$ cat src/sv/crc8pfr_pkg.sv
// Shared constants, codes and controller/datapath interface types for the
// CRC-8 frame receiver. No dependencies.
`timescale 1ns / 1ps

package crc8pfr_pkg;

    localparam int PAYLOAD_DEPTH = 16;
    localparam int RESULT_LIMIT  = 16;
    localparam int ACCEPT_CAP    = (PAYLOAD_DEPTH < RESULT_LIMIT) ? PAYLOAD_DEPTH
                                                                  : RESULT_LIMIT;
    localparam int RAM_AW        = (ACCEPT_CAP > 1) ? $clog2(ACCEPT_CAP) : 1;

    localparam int BYTE_W    = 8;
    localparam int LEN_W     = 5;
    localparam int IDX_W     = 4;
    localparam int CFG_IDX_W = 2;

    localparam logic [CFG_IDX_W-1:0] CFG_SYNC_BYTE = 2'd0;
    localparam logic [CFG_IDX_W-1:0] CFG_MAX_LEN   = 2'd1;

    localparam logic [BYTE_W-1:0] SYNC_RESET    = 8'hAA;
    localparam logic [LEN_W-1:0]  MAX_LEN_RESET = 5'd16;
    localparam logic [BYTE_W-1:0] CRC_POLY      = 8'h07;

    // controller -> datapath
    typedef struct packed {
        logic clr_crc;     // sync seen, restart CRC
        logic ld_addr;
        logic ld_type;
        logic ld_len;      // also clears byte count
        logic st_data;     // write payload byte, bump count
        logic drain_start; // clear drain counter
        logic rd_issue;    // read payload RAM at drain counter
        logic out_load;    // load result register, bump drain counter
    } ctrl_cmd_t;

    // datapath -> controller
    typedef struct packed {
        logic sync_hit;
        logic len_ok;
        logic len_zero;
        logic data_done;
        logic crc_match;
        logic drain_last;
        logic out_free;
    } dp_sts_t;

endpackage

$ cat src/sv/crc8_packet_frame_receiver.sv
// Top level of the CRC-8 sync/length framed packet receiver.
// Depends on crc8pfr_pkg, crc8pfr_ctrl, crc8pfr_dp (and crc8pfr_ram below it).
`timescale 1ns / 1ps
//
//  channel   | ports                                   | role
//  ----------+-----------------------------------------+-----------------------------
//  input     | s_valid, s_ready, s_rx_byte             | one link byte per transfer
//  result    | m_valid, m_ready, m_frame_addr ... m_last| one payload byte per transfer
//  config    | cfg_we, cfg_idx, cfg_wdata              | 0: sync byte, 1: max length
//
// A CRC byte that matches stops input and drains the frame: for each result,
// a payload RAM read, then a load of the result register, which waits while
// the result register is still full and m_ready is low; input reopens as soon
// as the last result is loaded, while it still waits to be taken.
// Reset (aresetn, synchronous, active low) returns to hunting, restores the
// config defaults and empties the result register; s_ready is registered and
// rises in the cycle after reset is released. Payload RAM is not cleared.
//
// Frame: SYNC ADDR TYPE LEN PAYLOAD[LEN] CRC. CRC-8 poly 0x07, init 0,
// MSB first, over ADDR..PAYLOAD. Bad CRC or oversize LEN drops back to hunt.

module crc8_packet_frame_receiver (
    input  logic                                aclk,
    input  logic                                aresetn,

    input  logic                                cfg_we,
    input  logic [crc8pfr_pkg::CFG_IDX_W-1:0]   cfg_idx,
    input  logic [crc8pfr_pkg::BYTE_W-1:0]      cfg_wdata,

    input  logic                                s_valid,
    output logic                                s_ready,
    input  logic [crc8pfr_pkg::BYTE_W-1:0]      s_rx_byte,

    output logic                                m_valid,
    input  logic                                m_ready,
    output logic [crc8pfr_pkg::BYTE_W-1:0]      m_frame_addr,
    output logic [crc8pfr_pkg::BYTE_W-1:0]      m_frame_type,
    output logic [crc8pfr_pkg::LEN_W-1:0]       m_frame_len,
    output logic [crc8pfr_pkg::BYTE_W-1:0]      m_data_byte,
    output logic [crc8pfr_pkg::IDX_W-1:0]       m_data_index,
    output logic                                m_last
);

    crc8pfr_pkg::ctrl_cmd_t cmd;
    crc8pfr_pkg::dp_sts_t   sts;

    // phase sequencing and handshake control
    crc8pfr_ctrl u_ctrl (
        .aclk    (aclk),
        .aresetn (aresetn),
        .s_valid (s_valid),
        .s_ready (s_ready),
        .sts     (sts),
        .cmd     (cmd)
    );

    // header registers, running CRC, payload store, result register
    crc8pfr_dp u_dp (
        .aclk         (aclk),
        .aresetn      (aresetn),
        .cfg_we       (cfg_we),
        .cfg_idx      (cfg_idx),
        .cfg_wdata    (cfg_wdata),
        .rx_byte      (s_rx_byte),
        .cmd          (cmd),
        .sts          (sts),
        .m_valid      (m_valid),
        .m_ready      (m_ready),
        .m_frame_addr (m_frame_addr),
        .m_frame_type (m_frame_type),
        .m_frame_len  (m_frame_len),
        .m_data_byte  (m_data_byte),
        .m_data_index (m_data_index),
        .m_last       (m_last)
    );

endmodule

$ cat src/sv/crc8pfr_ram.sv
// Generic single-write, single-read RAM with registered read data.
// No dependencies.
`timescale 1ns / 1ps

module crc8pfr_ram #(
    parameter int WIDTH = 8,
    parameter int DEPTH = 16
) (
    input  logic                                       aclk,
    input  logic                                       we,
    input  logic [((DEPTH > 1) ? $clog2(DEPTH) : 1)-1:0] waddr,
    input  logic [WIDTH-1:0]                           wdata,
    input  logic                                       re,
    input  logic [((DEPTH > 1) ? $clog2(DEPTH) : 1)-1:0] raddr,
    output logic [WIDTH-1:0]                           rdata
);

    logic [WIDTH-1:0] mem_reg [DEPTH];
    logic [WIDTH-1:0] rdata_reg;

    always_ff @(posedge aclk) begin
        if (we) begin
            mem_reg[waddr] <= wdata;
        end
        if (re) begin
            rdata_reg <= mem_reg[raddr];
        end
    end

    assign rdata = rdata_reg;

endmodule

$ cat src/sv/crc8pfr_dp.sv
// Datapath: config registers, header holding registers, running CRC,
// payload RAM and result register. Depends on crc8pfr_pkg, crc8pfr_ram.
`timescale 1ns / 1ps

module crc8pfr_dp (
    input  logic                                aclk,
    input  logic                                aresetn,
    input  logic                                cfg_we,
    input  logic [crc8pfr_pkg::CFG_IDX_W-1:0]   cfg_idx,
    input  logic [crc8pfr_pkg::BYTE_W-1:0]      cfg_wdata,
    input  logic [crc8pfr_pkg::BYTE_W-1:0]      rx_byte,
    input  crc8pfr_pkg::ctrl_cmd_t              cmd,
    output crc8pfr_pkg::dp_sts_t                sts,
    output logic                                m_valid,
    input  logic                                m_ready,
    output logic [crc8pfr_pkg::BYTE_W-1:0]      m_frame_addr,
    output logic [crc8pfr_pkg::BYTE_W-1:0]      m_frame_type,
    output logic [crc8pfr_pkg::LEN_W-1:0]       m_frame_len,
    output logic [crc8pfr_pkg::BYTE_W-1:0]      m_data_byte,
    output logic [crc8pfr_pkg::IDX_W-1:0]       m_data_index,
    output logic                                m_last
);

    // CRC-8, poly 0x07, MSB first, one byte
    function automatic logic [crc8pfr_pkg::BYTE_W-1:0] crc8_feed(
        input logic [crc8pfr_pkg::BYTE_W-1:0] crc,
        input logic [crc8pfr_pkg::BYTE_W-1:0] b
    );
        logic [crc8pfr_pkg::BYTE_W-1:0] c;
        c = crc ^ b;
        for (int k = 0; k < crc8pfr_pkg::BYTE_W; k++) begin
            if (c[crc8pfr_pkg::BYTE_W-1]) begin
                c = {c[crc8pfr_pkg::BYTE_W-2:0], 1'b0} ^ crc8pfr_pkg::CRC_POLY;
            end else begin
                c = {c[crc8pfr_pkg::BYTE_W-2:0], 1'b0};
            end
        end
        return c;
    endfunction

    logic [crc8pfr_pkg::BYTE_W-1:0] sync_reg;
    logic [crc8pfr_pkg::LEN_W-1:0]  max_len_reg;
    logic [crc8pfr_pkg::BYTE_W-1:0] addr_reg;
    logic [crc8pfr_pkg::BYTE_W-1:0] type_reg;
    logic [crc8pfr_pkg::LEN_W-1:0]  len_reg;
    logic [crc8pfr_pkg::LEN_W-1:0]  count_reg;
    logic [crc8pfr_pkg::LEN_W-1:0]  drain_reg;
    logic [crc8pfr_pkg::BYTE_W-1:0] crc_reg;

    logic                           out_valid_reg;
    logic [crc8pfr_pkg::BYTE_W-1:0] out_addr_reg;
    logic [crc8pfr_pkg::BYTE_W-1:0] out_type_reg;
    logic [crc8pfr_pkg::LEN_W-1:0]  out_len_reg;
    logic [crc8pfr_pkg::BYTE_W-1:0] out_data_reg;
    logic [crc8pfr_pkg::IDX_W-1:0]  out_index_reg;
    logic                           out_last_reg;

    logic [crc8pfr_pkg::LEN_W-1:0]  limit;
    logic [crc8pfr_pkg::LEN_W-1:0]  count_inc;
    logic [crc8pfr_pkg::LEN_W-1:0]  drain_inc;
    logic [crc8pfr_pkg::LEN_W-1:0]  run_len;
    logic [crc8pfr_pkg::BYTE_W-1:0] crc_next;
    logic [crc8pfr_pkg::BYTE_W-1:0] ram_q;

    assign limit = (max_len_reg > crc8pfr_pkg::LEN_W'(crc8pfr_pkg::ACCEPT_CAP))
                 ? crc8pfr_pkg::LEN_W'(crc8pfr_pkg::ACCEPT_CAP) : max_len_reg;
    assign count_inc = count_reg + crc8pfr_pkg::LEN_W'(1);
    assign drain_inc = drain_reg + crc8pfr_pkg::LEN_W'(1);
    // empty payload still yields one result
    assign run_len   = (len_reg == '0) ? crc8pfr_pkg::LEN_W'(1) : len_reg;
    assign crc_next  = crc8_feed(crc_reg, rx_byte);

    always_comb begin
        sts.sync_hit   = (rx_byte == sync_reg);
        sts.len_ok     = (rx_byte <= {{(crc8pfr_pkg::BYTE_W - crc8pfr_pkg::LEN_W){1'b0}},
                                      limit});
        sts.len_zero   = (rx_byte == '0);
        sts.data_done  = (count_inc >= len_reg);
        sts.crc_match  = (crc_reg == rx_byte);
        sts.drain_last = (drain_inc >= run_len);
        sts.out_free   = !out_valid_reg || m_ready;
    end

    // config registers; out-of-range index is dropped
    always_ff @(posedge aclk) begin
        if (!aresetn) begin
            sync_reg    <= crc8pfr_pkg::SYNC_RESET;
            max_len_reg <= crc8pfr_pkg::MAX_LEN_RESET;
        end else if (cfg_we) begin
            case (cfg_idx)
                crc8pfr_pkg::CFG_SYNC_BYTE: sync_reg    <= cfg_wdata;
                crc8pfr_pkg::CFG_MAX_LEN:   max_len_reg <= cfg_wdata[crc8pfr_pkg::LEN_W-1:0];
                default: ;
            endcase
        end
    end

    always_ff @(posedge aclk) begin
        if (!aresetn) begin
            addr_reg  <= '0;
            type_reg  <= '0;
            len_reg   <= '0;
            count_reg <= '0;
            drain_reg <= '0;
            crc_reg   <= '0;
        end else begin
            if (cmd.clr_crc) begin
                crc_reg <= '0;
            end else if (cmd.ld_addr || cmd.ld_type || cmd.ld_len || cmd.st_data) begin
                crc_reg <= crc_next;
            end
            if (cmd.ld_addr) begin
                addr_reg <= rx_byte;
            end
            if (cmd.ld_type) begin
                type_reg <= rx_byte;
            end
            if (cmd.ld_len) begin
                len_reg   <= rx_byte[crc8pfr_pkg::LEN_W-1:0];
                count_reg <= '0;
            end else if (cmd.st_data) begin
                count_reg <= count_inc;
            end
            if (cmd.drain_start) begin
                drain_reg <= '0;
            end else if (cmd.out_load) begin
                drain_reg <= drain_inc;
            end
        end
    end

    crc8pfr_ram #(
        .WIDTH (crc8pfr_pkg::BYTE_W),
        .DEPTH (crc8pfr_pkg::ACCEPT_CAP)
    ) u_payload_ram (
        .aclk  (aclk),
        .we    (cmd.st_data),
        .waddr (count_reg[crc8pfr_pkg::RAM_AW-1:0]),
        .wdata (rx_byte),
        .re    (cmd.rd_issue),
        .raddr (drain_reg[crc8pfr_pkg::RAM_AW-1:0]),
        .rdata (ram_q)
    );

    // result register
    always_ff @(posedge aclk) begin
        if (!aresetn) begin
            out_valid_reg <= 1'b0;
        end else if (cmd.out_load) begin
            out_valid_reg <= 1'b1;
        end else if (m_ready) begin
            out_valid_reg <= 1'b0;
        end
    end

    always_ff @(posedge aclk) begin
        if (cmd.out_load) begin
            out_addr_reg  <= addr_reg;
            out_type_reg  <= type_reg;
            out_len_reg   <= len_reg;
            out_data_reg  <= (len_reg == '0) ? '0 : ram_q;
            out_index_reg <= (len_reg == '0) ? '0 : drain_reg[crc8pfr_pkg::IDX_W-1:0];
            out_last_reg  <= sts.drain_last;
        end
    end

    assign m_valid      = out_valid_reg;
    assign m_frame_addr = out_addr_reg;
    assign m_frame_type = out_type_reg;
    assign m_frame_len  = out_len_reg;
    assign m_data_byte  = out_data_reg;
    assign m_data_index = out_index_reg;
    assign m_last       = out_last_reg;

endmodule

$ cat src/sv/crc8pfr_ctrl.sv
// Frame controller: phase state machine driving the datapath commands.
// Depends on crc8pfr_pkg.
`timescale 1ns / 1ps

module crc8pfr_ctrl (
    input  logic                     aclk,
    input  logic                     aresetn,
    input  logic                     s_valid,
    output logic                     s_ready,
    input  crc8pfr_pkg::dp_sts_t     sts,
    output crc8pfr_pkg::ctrl_cmd_t   cmd
);

    typedef enum logic [2:0] {
        ST_HUNT,
        ST_ADDR,
        ST_TYPE,
        ST_LEN,
        ST_DATA,
        ST_CRC,
        ST_RD,
        ST_WR
    } state_t;

    state_t state_reg, state_next;
    logic   s_ready_reg, s_ready_next;
    logic   acc;

    assign acc     = s_valid && s_ready_reg;
    assign s_ready = s_ready_reg;

    always_comb begin
        state_next = state_reg;
        cmd        = '0;
        case (state_reg)
            ST_HUNT: begin
                if (acc && sts.sync_hit) begin
                    cmd.clr_crc = 1'b1;
                    state_next  = ST_ADDR;
                end
            end
            ST_ADDR: begin
                if (acc) begin
                    cmd.ld_addr = 1'b1;
                    state_next  = ST_TYPE;
                end
            end
            ST_TYPE: begin
                if (acc) begin
                    cmd.ld_type = 1'b1;
                    state_next  = ST_LEN;
                end
            end
            ST_LEN: begin
                if (acc) begin
                    if (sts.len_ok) begin
                        cmd.ld_len = 1'b1;
                        state_next = sts.len_zero ? ST_CRC : ST_DATA;
                    end else begin
                        state_next = ST_HUNT;
                    end
                end
            end
            ST_DATA: begin
                if (acc) begin
                    cmd.st_data = 1'b1;
                    if (sts.data_done) begin
                        state_next = ST_CRC;
                    end
                end
            end
            ST_CRC: begin
                if (acc) begin
                    if (sts.crc_match) begin
                        cmd.drain_start = 1'b1;
                        state_next      = ST_RD;
                    end else begin
                        state_next = ST_HUNT;
                    end
                end
            end
            ST_RD: begin
                cmd.rd_issue = 1'b1;
                state_next   = ST_WR;
            end
            ST_WR: begin
                if (sts.out_free) begin
                    cmd.out_load = 1'b1;
                    state_next   = sts.drain_last ? ST_HUNT : ST_RD;
                end
            end
            default: state_next = ST_HUNT;
        endcase
    end

    assign s_ready_next = (state_next != ST_RD) && (state_next != ST_WR);

    always_ff @(posedge aclk) begin
        if (!aresetn) begin
            state_reg   <= ST_HUNT;
            s_ready_reg <= 1'b0;
        end else begin
            state_reg   <= state_next;
            s_ready_reg <= s_ready_next;
        end
    end

`ifndef SYNTHESIS
    a_rd_then_wr: assert property (@(posedge aclk) disable iff (!aresetn)
        state_reg == ST_RD |=> state_reg == ST_WR)
        else $error("payload read not followed by result load");

    a_wr_holds: assert property (@(posedge aclk) disable iff (!aresetn)
        (state_reg == ST_WR && !sts.out_free) |=> state_reg == ST_WR)
        else $error("drain left while result register busy");

    a_good_crc_drains: assert property (@(posedge aclk) disable iff (!aresetn)
        (state_reg == ST_CRC && acc && sts.crc_match) |=> (state_reg == ST_RD && !s_ready))
        else $error("matching CRC did not start drain");

    a_no_input_in_drain: assert property (@(posedge aclk) disable iff (!aresetn)
        (state_reg == ST_RD || state_reg == ST_WR) |-> !s_ready_reg)
        else $error("input ready during drain");
`endif

endmodule

$ cat config.mk
export PLATFORM = sky130hd
export DESIGN_NAME = crc8_packet_frame_receiver
export DESIGN_NICKNAME = d
export VERILOG_FILES = /design/src/sv/crc8pfr_pkg.sv /design/src/sv/crc8_packet_frame_receiver.sv /design/src/sv/crc8pfr_ram.sv /design/src/sv/crc8pfr_dp.sv /design/src/sv/crc8pfr_ctrl.sv
export SDC_FILE = /design/constraint.sdc
export NUM_CORES = 1
export LEC_CHECK = 0
export BUFFER_PORTS_ARGS = -buffer_cell sky130_fd_sc_hd__buf_2
export CORE_ASPECT_RATIO = 1.75
export CORE_MARGIN = 2
export CORE_UTILIZATION = 40
export DETAILED_ROUTE_END_ITERATION = 10
export GPL_TIMING_DRIVEN = 0
export PLACE_DENSITY_LB_ADDON = 0.25
export SLEW_MARGIN = 20
export SYNTH_ARGS = -nofsm -noshare
export SYNTH_HDL_FRONTEND = slang
export SYNTH_SLANG_ARGS = --single-unit
$ cat constraint.sdc
create_clock -name aclk -period 3.2 [get_ports aclk]
set_input_delay 0.48 -clock aclk [delete_from_list [all_inputs] [get_ports aclk]]
set_output_delay 0.48 -clock aclk [all_outputs]
set_load 0.03 [all_outputs]
; After elaboration in Yosys (flattened, before gate mapping)
; Memories as Yosys holds them, arrays and structs flattened. A register that Yosys moved wholly into a read port is not among the register bits.
; Index checks and enable logic that the tools add are counted.
; W data, S select, Z words.
[op_classes]
n_reduce_logical = 18
eq_ne = 12
n_lt_le_gt_ge = 4
bitwise = 10
n_mux = 42
add_sub_neg = 2
[op_table]
columns = op, n
row1 = $mux W3, 19
row2 = $not A3 Y3, 8
row3 = $pmux W3 S8, 1
row4 = $mux W1, 20
row5 = $eq A8 B8 Y1, 2
row6 = $eq A3 B3 Y1 const B, 4
row7 = $add A5 B1 Y5 const B, 2
row8 = $ge A5 B5 Y1, 2
row9 = $mux W5, 2
row10 = $le A8 B5 Y1, 1
row11 = $logic_not A8 Y1, 1
row12 = $xor A8 B8 Y8, 1
row13 = $eq A3 B2 Y1 const B, 2
row14 = $ne A3 B3 Y1 const B, 2
row15 = $reduce_or A2 Y1, 3
row16 = $gt A5 B5 Y1 const B, 1
row17 = $logic_not A5 Y1, 1
row18 = $logic_or A1 B1 Y1, 4
row19 = $reduce_and A2 Y1, 2
row20 = $eq A3 B1 Y1 const B, 1
row21 = $logic_and A1 B1 Y1, 3
row22 = $logic_not A3 Y1, 1
row23 = $eq A2 B1 Y1 const B, 1
row24 = $logic_not A2 Y1, 1
row25 = other kinds (3), 3
[totals]
mem_count = 1
output_inout_bits = 36
wordCells = 106
mem_bits_rw = 128
ff_bits = 91
[memory_table]
columns = name, depth, word_bits, read_ports, rd_clocked_by_memory_dff, write_ports, line
row1 = u_dp.u_payload_ram.mem_reg, 16, 8, 1, 1, 1, crc8pfr_ram.sv:18  ; logic [WIDTH-1:0] mem_reg [DEPTH];

; Longest topological paths before layout
; Gate-level depths: netlist of the first run.
[logic_depth]
word_depth = 17
depth_mapped = 11
ltp_nobuf = 10

; By module
; From an unflattened synthesis of the first run, not the netlist that was laid out.
[unflattened]
hier_cells = 624
hier_area_um2 = 9601.7
[modules_own_cells]
columns = mod, area_per_inst_um2, seq_area_each_um2, cells_per_inst, instances
row1 = crc8pfr_ram, 5227.5, 4083.9, 229, 1
row2 = crc8pfr_dp, 4058.9, 2082.0, 352, 1
row3 = crc8pfr_ctrl, 315.3, 80.1, 43, 1

; Least setup slack after synthesis of the first run
; Ideal clock, no wire load.
[synth_path]
kind = register -> register
startpoint = register u_dp.len_reg[0] in the netlist's numbering
endpoint = register u_ctrl.state_reg[2]
stages_incl_launch_ff = 12
synth_period_minus_slack_ps = 2630
t_required_ps = 3142
t_arrival_ps = 2572
slack_ps = 570
n_path_buf = 1
cell_sequence = dfxtp_1 or4_1 nor2_1 clkbuf_1 or2_2 ha_1 nand2b_1 a21o_1 a21oi_1 o21ai_0 a21oi_1 o221a_2
[synth_lines]
columns = element, line
row1 = from (decl), crc8pfr_dp.sv:45  ; logic [crc8pfr_pkg::LEN_W-1:0] len_reg;
row2 = from (signal assigned), crc8pfr_dp.sv:119  ; len_reg <= rx_byte[crc8pfr_pkg::LEN_W-1:0];
row3 = to (signal assigned), crc8pfr_ctrl.sv:103  ; state_reg <= state_next;
row4 = to (decl), crc8pfr_ctrl.sv:25  ; state_t state_reg, state_next;

==> impl_metrics.yaml, run 1 <==
global_route:
  antenna_found_initial: 0
  grt_use_total_pct: 16.9
  grt_pass1_vias: 5850
  grt_pass1_wl_microns: 32400
  grt_overflow: 0
  grt_start_max_net_pins: 30
pwr:
  powerDensity_mw_per_mm2: 526
  power_mw: 5.75
  ir_drop_uv: 433
  combinationalPowerShare_pct: 2.9
  seqPwrFrac_pct: 54.9
  p_leak_nw: 3.64
  power_switching_mw: 1.17
  power.internal_mw: 4.58
  p_clk_share_pct: 42.2
  p_sw_share_pct: 20.3
clock_tree:
  cts_made_buffers: 21
  clkTransAtPathRegs_ps: 70
  root_buffer: "clkbuf_16"
  h-tree-depth: 1
  cts_tree: "done"
  clock_sinks: 227
  clock_latency_ps: 500
  cts_max_path_buffers: 3
layout:
  final_area_sq_mm: 0.0109
  drive_above_1_share_pct: 23.0
  fill_cells: 2047
  register_area_sq_mm: 0.00625
  n_antenna_cell: 0
  layout.nets: 760
  largest_reg_flops: 128
  area_growth_pct: 14.7
  multi_input_area_sq_mm: 0.00305
critical_path:
  cpMaxStageDelayCell: "dfxtp_1"
  critical-path-max-stage-delay_ps: 530
  critical_path.most_common_cell: "clkbuf_4"
  crit_path_end_kind: "flop"
  crit_path_max_fanout: 10
  rrSetupSlack_ps: 110
  path_cells: "clkbuf_4, buf_2, clkbuf_4, nand3_1, xnor2_1, ha_1, nand2_1, o21ai_1, a21oi_1, o221a_2"
  arrival_ps: 3480
  critPathKind: "reg2reg"
  crit_required_ps: 3600
  start_kind: "flop"
timing:
  timing.final.crit_share_pct: 96.4
  finalHoldViolCount: 0
  layout_setup_ws_ps: 115
  skew_ps: 14.8
  rsz0062_at_grt: "false"
  tightestPinTransition_ps: 1060
  drv_slew: 0
  max_freq_ghz: 0.324
  setup_viol: 0
  setup_tns_ps: 0
  slew_headroom_pct: 29.3
  fin_crit_ps: 3090
routing:
  ant_nets: 0
  vias: 5331
  dr.pass1.iters: 4
  drt_iter0_drc: 179
  drt_wl_total_microns: 20900
  avgRoutedWirePerCell_microns: 20.2
  drc: 0
  via_per_inst: 5.16
synth:
  syn_area_sq_mm: 0.00955
  synth_area_leaders: "edfxtp_1 53%, dfxtp_1 12%, mux4_2 7.5%, mux2i_1 4.9%, ha_1 3.0%"
  yosys_register_bits: 227
  synth_cell_types: 50
  syn_inst: 630
  syn_avg_cell_area_sq_um: 15.2
  synth_warnings: 0
  synth_top_area_cell: "edfxtp_1"
  synthesis.nets: 676
  synth_top_area_share_pct: 53.5
  yosysSeqAreaShare_pct: 65.4
placement:
  hpwl_microns: 15100
  place.gp.congestion: 0.849
  post_dp_cell_area_sq_mm: 0.0103
  io_buffers: 58
  dp_worst_setup_slack_ps: -126
floorplanning:
  rows: 74
  ios: 59
  die-area_sq_mm: 0.0252
  start_util_pct: 40.8
  die_height_microns: 208
  die_w_microns: 121
  core_sq_mm: 0.0234
run:
  maxCapViolations: 0
run_status:
  status: "finished, final reports clean"
worst_hold_path:
  min_path_type: "in2reg"
==> routing by layer <==
metal  part of all wire (%)  GRT usage, %  routed length [microns]  up-vias
met5                      0             0                        0        -
met4                    5.5          8.34                     1140        0
met1                     35          17.5                     7320     2622
li1                       -             -                        -     2507
met2                     56          32.8                    11800      144
met3                    3.2          1.89                      660       58
==> power by group through the flow <==
stage,Clock (mW),Sequential (mW),Combinational (mW)
floorplan,0,3.22,0.0970
global placement,0,3.22,0.163
detailed placement,0,3.22,0.169
CTS,2.48,3.16,0.170
global route,2.60,3.16,0.184
finish,2.43,3.16,0.167
==> per-stage QoR <==
| stage | hold WS, ps | instances | utilization [%] |
|---|---|---|---|
| after floorplan | 408 | 630 | - |
| after global placement | 419 | 992 | 43.6 |
| after detailed placement | 429 | 995 | 43.9 |
| after CTS | 194 | 1033 | 46.7 |
| after global routing | 191 | 1033 | 46.7 |
| final | 206 | 1033 | 46.7 |
==> cell usage in the layout (no fill, tap or decap), types with 5 or more instances in the layout <==
cell | netlist | final
clkbuf_1 | 13 | 14
dfxtp_1 | 57 | 57
clkbuf_2 | 2 | 5
nand2_1 | 19 | 19
buf_2 | 9 | 65
nor2b_1 | 23 | 23
xnor2_1 | 30 | 30
inv_1 | 19 | 19
ha_1 | 23 | 23
a211oi_1 | 15 | 15
edfxtp_1 | 170 | 170
nand3_1 | 7 | 7
o21ai_0 | 9 | 8
mux2i_1 | 47 | 47
clkbuf_16 | 0 | 22
nor2_1 | 61 | 60
buf_6 | 6 | 6
a21oi_1 | 19 | 19
buf_4 | 3 | 5
nand2b_1 | 8 | 8
xor2_1 | 10 | 10
mux4_2 | 32 | 32
==> kinds of logic after synthesis <==
group                      synth area share, %
DFF                                       65.4
AOI/OAI and AO/OA                         4.15
buffers and inverters                     2.82
xor gates and xnor gates                  4.18
adders and majority gates                 3.01
and+or+nand+nor                           7.93
muxes                                     12.5
==> worst max-delay path, delay by kind of cell, from the launching register on <==
family          cells  cell delay, ps
compound gates      3             800
simple gates        2             160
fa+ha+maj           1             310
buf+inv             3            1020
xor+xnor            1             160
flops               1             530
==> synth_stat cells (all sizes together) <==
master / n
nor4: 3
o21a: 2
edfxtp: 170
or3: 2
o31ai: 1
nor3: 6
nor2: 63
and3: 4
ha: 23
or2: 1
a21o: 1
nand3: 7
dfxtp: 57
a211oi: 16
and3b: 1
nand2b: 9
nor3b: 1
a31oi: 1
a31o: 4
nor2b: 23
mux2i: 47
o221a: 1
xor2: 10
nand4: 4
xnor2: 33
clkbuf: 15
or4: 1
inv: 19
o21ai: 10
o32ai: 1
and2: 1
a21oi: 19
o22a: 1
buf: 19
nand2: 20
o211ai: 1
mux4: 32
nand3b: 1
==> worst paths after layout <==
| check | startpoint | endpoint | cells past startpoint |
|---|---|---|---|
| setup reg to reg | u_dp.drain_reg[2] | u_ctrl.state_reg[2] | 10 |
| hold / removal | cfg_wdata[7] | u_dp.sync_reg[7] | 3 |
| hold reg to reg | u_dp.addr_reg[4] | u_dp.m_frame_addr[4] | 0 |
| setup / recovery | u_dp.drain_reg[2] | u_ctrl.state_reg[2] | 10 |
==> layout make-up <==
class                      instances  area share (%)
multi-input combinational        350            27.9
sequential                       227            57.1
clock buffer                      28            5.30
buffer                            34            1.89
tap                              304            3.47
clock inverter                    10           0.766
timing repair buffer              61            2.97
inverter                          19           0.651
==> repair_timing <==
action	4_1_cts	5_1_grt
setup buffers	0	0
setup endpoints to repair	3	3
resized for setup	1	7
cloned	0	0
hold buffers	0	0
No activity file was read; power rests on OpenSTA's default activity.
==> run 2: changes to the inputs <==
--- a/config.mk
+++ b/config.mk
@@ -11,7 +11,7 @@
 export CORE_UTILIZATION = 40
 export DETAILED_ROUTE_END_ITERATION = 10
 export GPL_TIMING_DRIVEN = 0
-export PLACE_DENSITY_LB_ADDON = 0.25
+export PLACE_DENSITY_LB_ADDON = 0.1
 export SLEW_MARGIN = 20
 export SYNTH_ARGS = -nofsm -noshare
 export SYNTH_HDL_FRONTEND = slang
==> run 2 against run 1 <==
Effect of this change:
- routed wire length rose by 4.5%
- register-to-register slack barely moved
- worst hold slack improved by 3.6 ps
- highest routed layer unchanged
- flip-flop and latch count did not move
- clock skew fell by 2.7 ps
- clock power rose by 11%
- combinational power rose by 2%
- clock-buffer cell count fell by 1
==> impl_metrics.yaml, run 2 (synthesis results as in run 1) <==
critical_path:
  arrival_ps: 3470
  start_kind: "flop"
  critPathKind: "reg2reg"
  crit_required_ps: 3580
  crit_path_end_kind: "flop"
  crit_path_max_fanout: 10
clock_tree:
  cts_max_path_buffers: 3
  cts_made_buffers: 21
  cts_tree: "done"
  clock_latency_ps: 490
  h-tree-depth: 1
  clock_sinks: 227
  clkTransAtPathRegs_ps: 70
  root_buffer: "clkbuf_16"
  hold_buffers: 0
timing:
  slew_headroom_pct: 24.8
  drv_slew: 0
  setup_tns_ps: 0
  max_freq_ghz: 0.324
  holdWs_ps: 210
  timing.final.crit_share_pct: 96.4
  finalHoldViolCount: 0
  rsz0062_at_grt: "false"
  layout_setup_ws_ps: 115
  fin_crit_ps: 3090
  skew_ps: 12.1
  tightestPinTransition_ps: 1120
  setup_viol: 0
floorplanning:
  die-area_sq_mm: 0.0252
  rows: 74
  die_w_microns: 121
  die_height_microns: 208
  core_sq_mm: 0.0234
  ios: 59
  start_util_pct: 40.8
routing:
  avgRoutedWirePerCell_microns: 21.1
  drc: 0
  vias: 5283
  ant_nets: 0
  drt_iter0_drc: 267
  drt_wl_total_microns: 21800
  via_per_inst: 5.12
  dr.pass1.iters: 5
pwr:
  powerDensity_mw_per_mm2: 546
  p_leak_nw: 3.67
  power_mw: 6.02
  ir_drop_uv: 401
placement:
  dp_worst_setup_slack_ps: -247
  place.gp.congestion: 0.828
  hpwl_microns: 16100
  dp.cells: 995
  io_buffers: 58
run:
  maxCapViolations: 0
layout:
  fill_cells: 2063
  register_area_sq_mm: 0.00625
  most-common-layout-cells: "170 x edfxtp_1, 66 x buf_2, 60 x nor2_1, 57 x dfxtp_1, 47 x mux2i_1"
  finalNonFillerCells: 1032
  layout.nets: 760
  multi_input_area_sq_mm: 0.00305
  n_antenna_cell: 0
  final_common_cell: "edfxtp_1"
  area_growth_pct: 15.5
  drive_above_1_share_pct: 23.2
  largest_reg_flops: 128
worst_hold_path:
  min_path_type: "in2reg"
run_status:
  status: "finished, final reports clean"
global_route:
  grt_start_max_net_pins: 26
  grt_pass1_wl_microns: 33300
  grt_pass1_vias: 5815
  grt_use_total_pct: 17.7
  antenna_found_initial: 0
  grt_overflow: 0
run 2: cell types whose count changed in the layout (fill, tap and decap cells not counted), moves of 2 or more:
cell | previous run | this run
bufinv_16 | 1 | 4
clkbuf_1 | 14 | 12
clkbuf_4 | 4 | 0
clkbuf_8 | 0 | 4
clkinv_2 | 4 | 0
clkinv_4 | 0 | 3
run 2: power by group:
part	internal (mW)	switching (mW)
Sequential	3.15	0.00493
Combinational	0.0605	0.111
Clock	1.63	1.06
run 2: path summary, 6_finish.rpt:
check	from	end	slack, ps	cells past startpoint
max	u_dp.drain_reg[2]	u_ctrl.state_reg[2]	110	10
min	cfg_wdata[7]	u_dp.sync_reg[7]	210	3
max reg2reg	u_dp.drain_reg[2]	u_ctrl.state_reg[2]	110	10
min reg2reg	u_dp.addr_reg[0]	u_dp.m_frame_addr[0]	430	0
run 2: worst max-delay path, stage by stage, from the launching register on:
cell	delay [ps]
dfxtp_1	500
buf_4	300
buf_2	340
buf_2	380
nand3_1	140
xnor2_1	170
ha_1	310
nand2_1	50
o21ai_1	320
a21oi_1	190
o221a_2	270
run 2: final cells by class:
cell class,instances,share of cell area [%]
Clock inverter,10,1.46
Clock buffer,27,5.33
Multi-Input combinational cell,350,27.7
Timing Repair Buffer,61,2.95
Inverter,19,0.647
Buffer,34,1.85
Tap cell,304,3.45
Sequential cell,227,56.6
run 2: timing repair:
action | CTS | global route
cloned | 0 | 0
resized for setup | 4 | 1
setup endpoints to repair | 4 | 3
buffers inserted | 0 | 0
run 2: layer usage:
layer  up-vias  GRT usage (%)  routed length (microns)
met1      2639           17.2                     7350
li1       2494              -                        -
met3        38           2.41                      719
met5         -              0                        0
met4         0           6.09                      718
met2       112           36.4                    13000
run 2: stage by stage:
| stage | util, % | cell area (sq um) |
|---|---|---|
| 6_report | 47.1 | 11000 |
| 5_1_grt | 47.1 | 11000 |
| 4_1_cts | 47.1 | 11000 |
| 3_5_place_dp | 43.9 | 10300 |
| 3_3_place_gp | 43.6 | 10200 |
| 2_1_floorplan | - | 9550 |
==> run 3: changes to the inputs <==
==> constraint.sdc (replaced) <==
create_clock -name aclk -period 2.6 [get_ports aclk]
set_input_delay 0.39 -clock aclk [delete_from_list [all_inputs] [get_ports aclk]]
set_output_delay 0.39 -clock aclk [all_outputs]
set_load 0.03 [all_outputs]
==> run 3 against run 2 <==
Effect of this change:
- first-iteration DRC count increased by 35%
- global-route usage rose by 0.085 points
- critical path depth increased by 1
- flip-flop and latch count did not move
- core utilization barely moved
- highest routed layer unchanged
==> impl_metrics.yaml, run 3 (synthesis results as in run 1) <==
floorplanning:
  ios: 59
  die_w_microns: 121
  start_util_pct: 40.8
  rows: 74
  die_height_microns: 208
  die-area_sq_mm: 0.0252
  core_sq_mm: 0.0234
routing:
  dr.pass1.iters: 5
  avgRoutedWirePerCell_microns: 21.2
  drt_iter0_drc: 361
  vias: 5292
  drc: 0
  ant_nets: 0
  drt_wl_total_microns: 21900
  via_per_inst: 5.11
worst_hold_path:
  min_path_type: "in2reg"
layout:
  most-common-layout-cells: "170 x edfxtp_1, 63 x buf_2, 60 x nor2_1, 54 x dfxtp_1, 47 x mux2i_1"
  area_growth_pct: 15.7
  final_common_cell: "edfxtp_1"
  layout.nets: 762
  drive_above_1_share_pct: 24.1
  utilization_pct: 47.1
  largest_reg_flops: 128
  final_area_sq_mm: 0.0110
  n_antenna_cell: 0
  fill_cells: 2077
critical_path:
  reg2reg_depth: 11
  path_cells: "or4_4, nor2_4, clkbuf_8, or2_2, ha_1, nand2b_1, a21o_1, a21oi_2, o21ai_2, a21oi_2, o221a_2"
  rrSetupSlack_ps: 110
  path_delay_family: "simple AND/OR/NAND/NOR gates"
  crit_required_ps: 3050
  arrival_ps: 2940
  crit_end: "u_ctrl.state_reg[2]"
  path_buf_inv: 1
  r2r-end: "u_ctrl.state_reg[2]"
  crit_path_end_kind: "flop"
  r2r_start: "u_dp.len_reg[1]"
  critical_path.most_common_cell: "a21oi_2"
  critical-path-max-stage-delay_ps: 550
  startpoint: "u_dp.len_reg[1]"
  crit_path_max_fanout: 5
  cpMaxStageDelayCell: "or4_4"
  start_kind: "flop"
  critPathKind: "reg2reg"
  cp_num_cells: 11
timing:
  finalHoldViolCount: 0
  drv_slew: 0
  rsz0062_at_grt: "false"
  fin_crit_ps: 2490
  slew_headroom_pct: 30.5
  tightestPinTransition_ps: 1040
  setup_viol: 0
  max_freq_ghz: 0.401
  skew_ps: 12.4
  timing.final.crit_share_pct: 95.8
pwr:
  ir_drop_uv: 409
  powerDensity_mw_per_mm2: 654
  p_leak_nw: 3.66
run:
  maxCapViolations: 0
clock_tree:
  clock_latency_ps: 510
  hold_buffers: 0
  clock_sinks: 227
  root_buffer: "clkbuf_16"
  clkTransAtPathRegs_ps: 60
  cts_tree: "done"
  cts_made_buffers: 22
  h-tree-depth: 1
  cts_max_path_buffers: 3
global_route:
  grt_use_total_pct: 17.8
  antenna_found_initial: 0
  grt_overflow: 0
  grt_start_max_net_pins: 28
  grt_pass1_wl_microns: 33300
  grt_pass1_vias: 5714
placement:
  hpwl_microns: 16200
  place.gp.congestion: 0.845
  post_dp_cell_area_sq_mm: 0.0103
  io_buffers: 58
run_status:
  status: "finished, final reports clean"
run 3: metal layers:
layer | routed length (microns) | share of wire (%) | global-route usage (%) | up-vias
met5 | 0 | 0 | 0 | -
met4 | 653 | 3.0 | 7.06 | 0
met3 | 752 | 3.4 | 2.71 | 33
met2 | 12900 | 59 | 35.6 | 110
met1 | 7630 | 35 | 17.6 | 2649
li1 | - | - | - | 2500
run 3: worst min path at each step:
stage                     start                   end  slack, ps  depth (start not counted)
4_1_cts            cfg_wdata[5]      u_dp.sync_reg[5]        100                          3
3_3_place_gp   u_dp.type_reg[2]  u_dp.m_frame_type[2]        420                          0
5_1_grt            cfg_wdata[3]      u_dp.sync_reg[3]        120                          3
3_5_place_dp   u_dp.type_reg[5]  u_dp.m_frame_type[5]        420                          0
6_report           cfg_wdata[5]      u_dp.sync_reg[5]        110                          3
2_1_floorplan  u_dp.addr_reg[0]  u_dp.m_frame_addr[0]        410                          0
run 3: cell type report:
type | count | area (sq um) | area share, %
Buffer | 33 | 218 | 1.97
Clock buffer | 35 | 651 | 5.89
Clock inverter | 4 | 50.0 | 0.453
Inverter | 19 | 71.3 | 0.646
Multi-Input combinational cell | 350 | 3080 | 27.9
Sequential cell | 227 | 6250 | 56.6
Tap cell | 304 | 380 | 3.44
Timing Repair Buffer | 63 | 340 | 3.08
run 3: timing repair:
item / CTS / global route
pin swaps: 3 / 6
setup endpoints to repair: 4 / 4
setup buffers: 2 / 0
hold endpoints to repair: 0 / 0
gates resized for setup: 17 / 4
run 3: worst register-to-register path, cell delays in order, from the launching register on:
cell and delay (ps):
dfxtp_2 340, or4_4 550, nor2_4 120, clkbuf_8 140
or2_2 100, ha_1 210, nand2b_1 140, a21o_1 180
a21oi_2 140, o21ai_2 120, a21oi_2 200, o221a_2 210
run 3: report_power, final:
part / total, mW / internal, mW / leakage, nW / switching, mW
Clock: 3.12 / 1.82 / 0.341 / 1.31
Combinational: 0.211 / 0.0745 / 1.34 / 0.137
Sequential: 3.89 / 3.88 / 1.98 / 0.00595
run 3: stage by stage:
stage	hold slack (ps)	total power [mW]	setup TNS [ps]	instances	setup WS, ps
final	114	7.22	0	1035	109
after floorplan	408	4.09	0	630	69.9
after global routing	115	7.46	0	1035	12.4
after detailed placement	415	4.18	-7460	995	-899
after global placement	417	4.17	-22780	992	-887
after CTS	104	7.29	0	1035	21.1
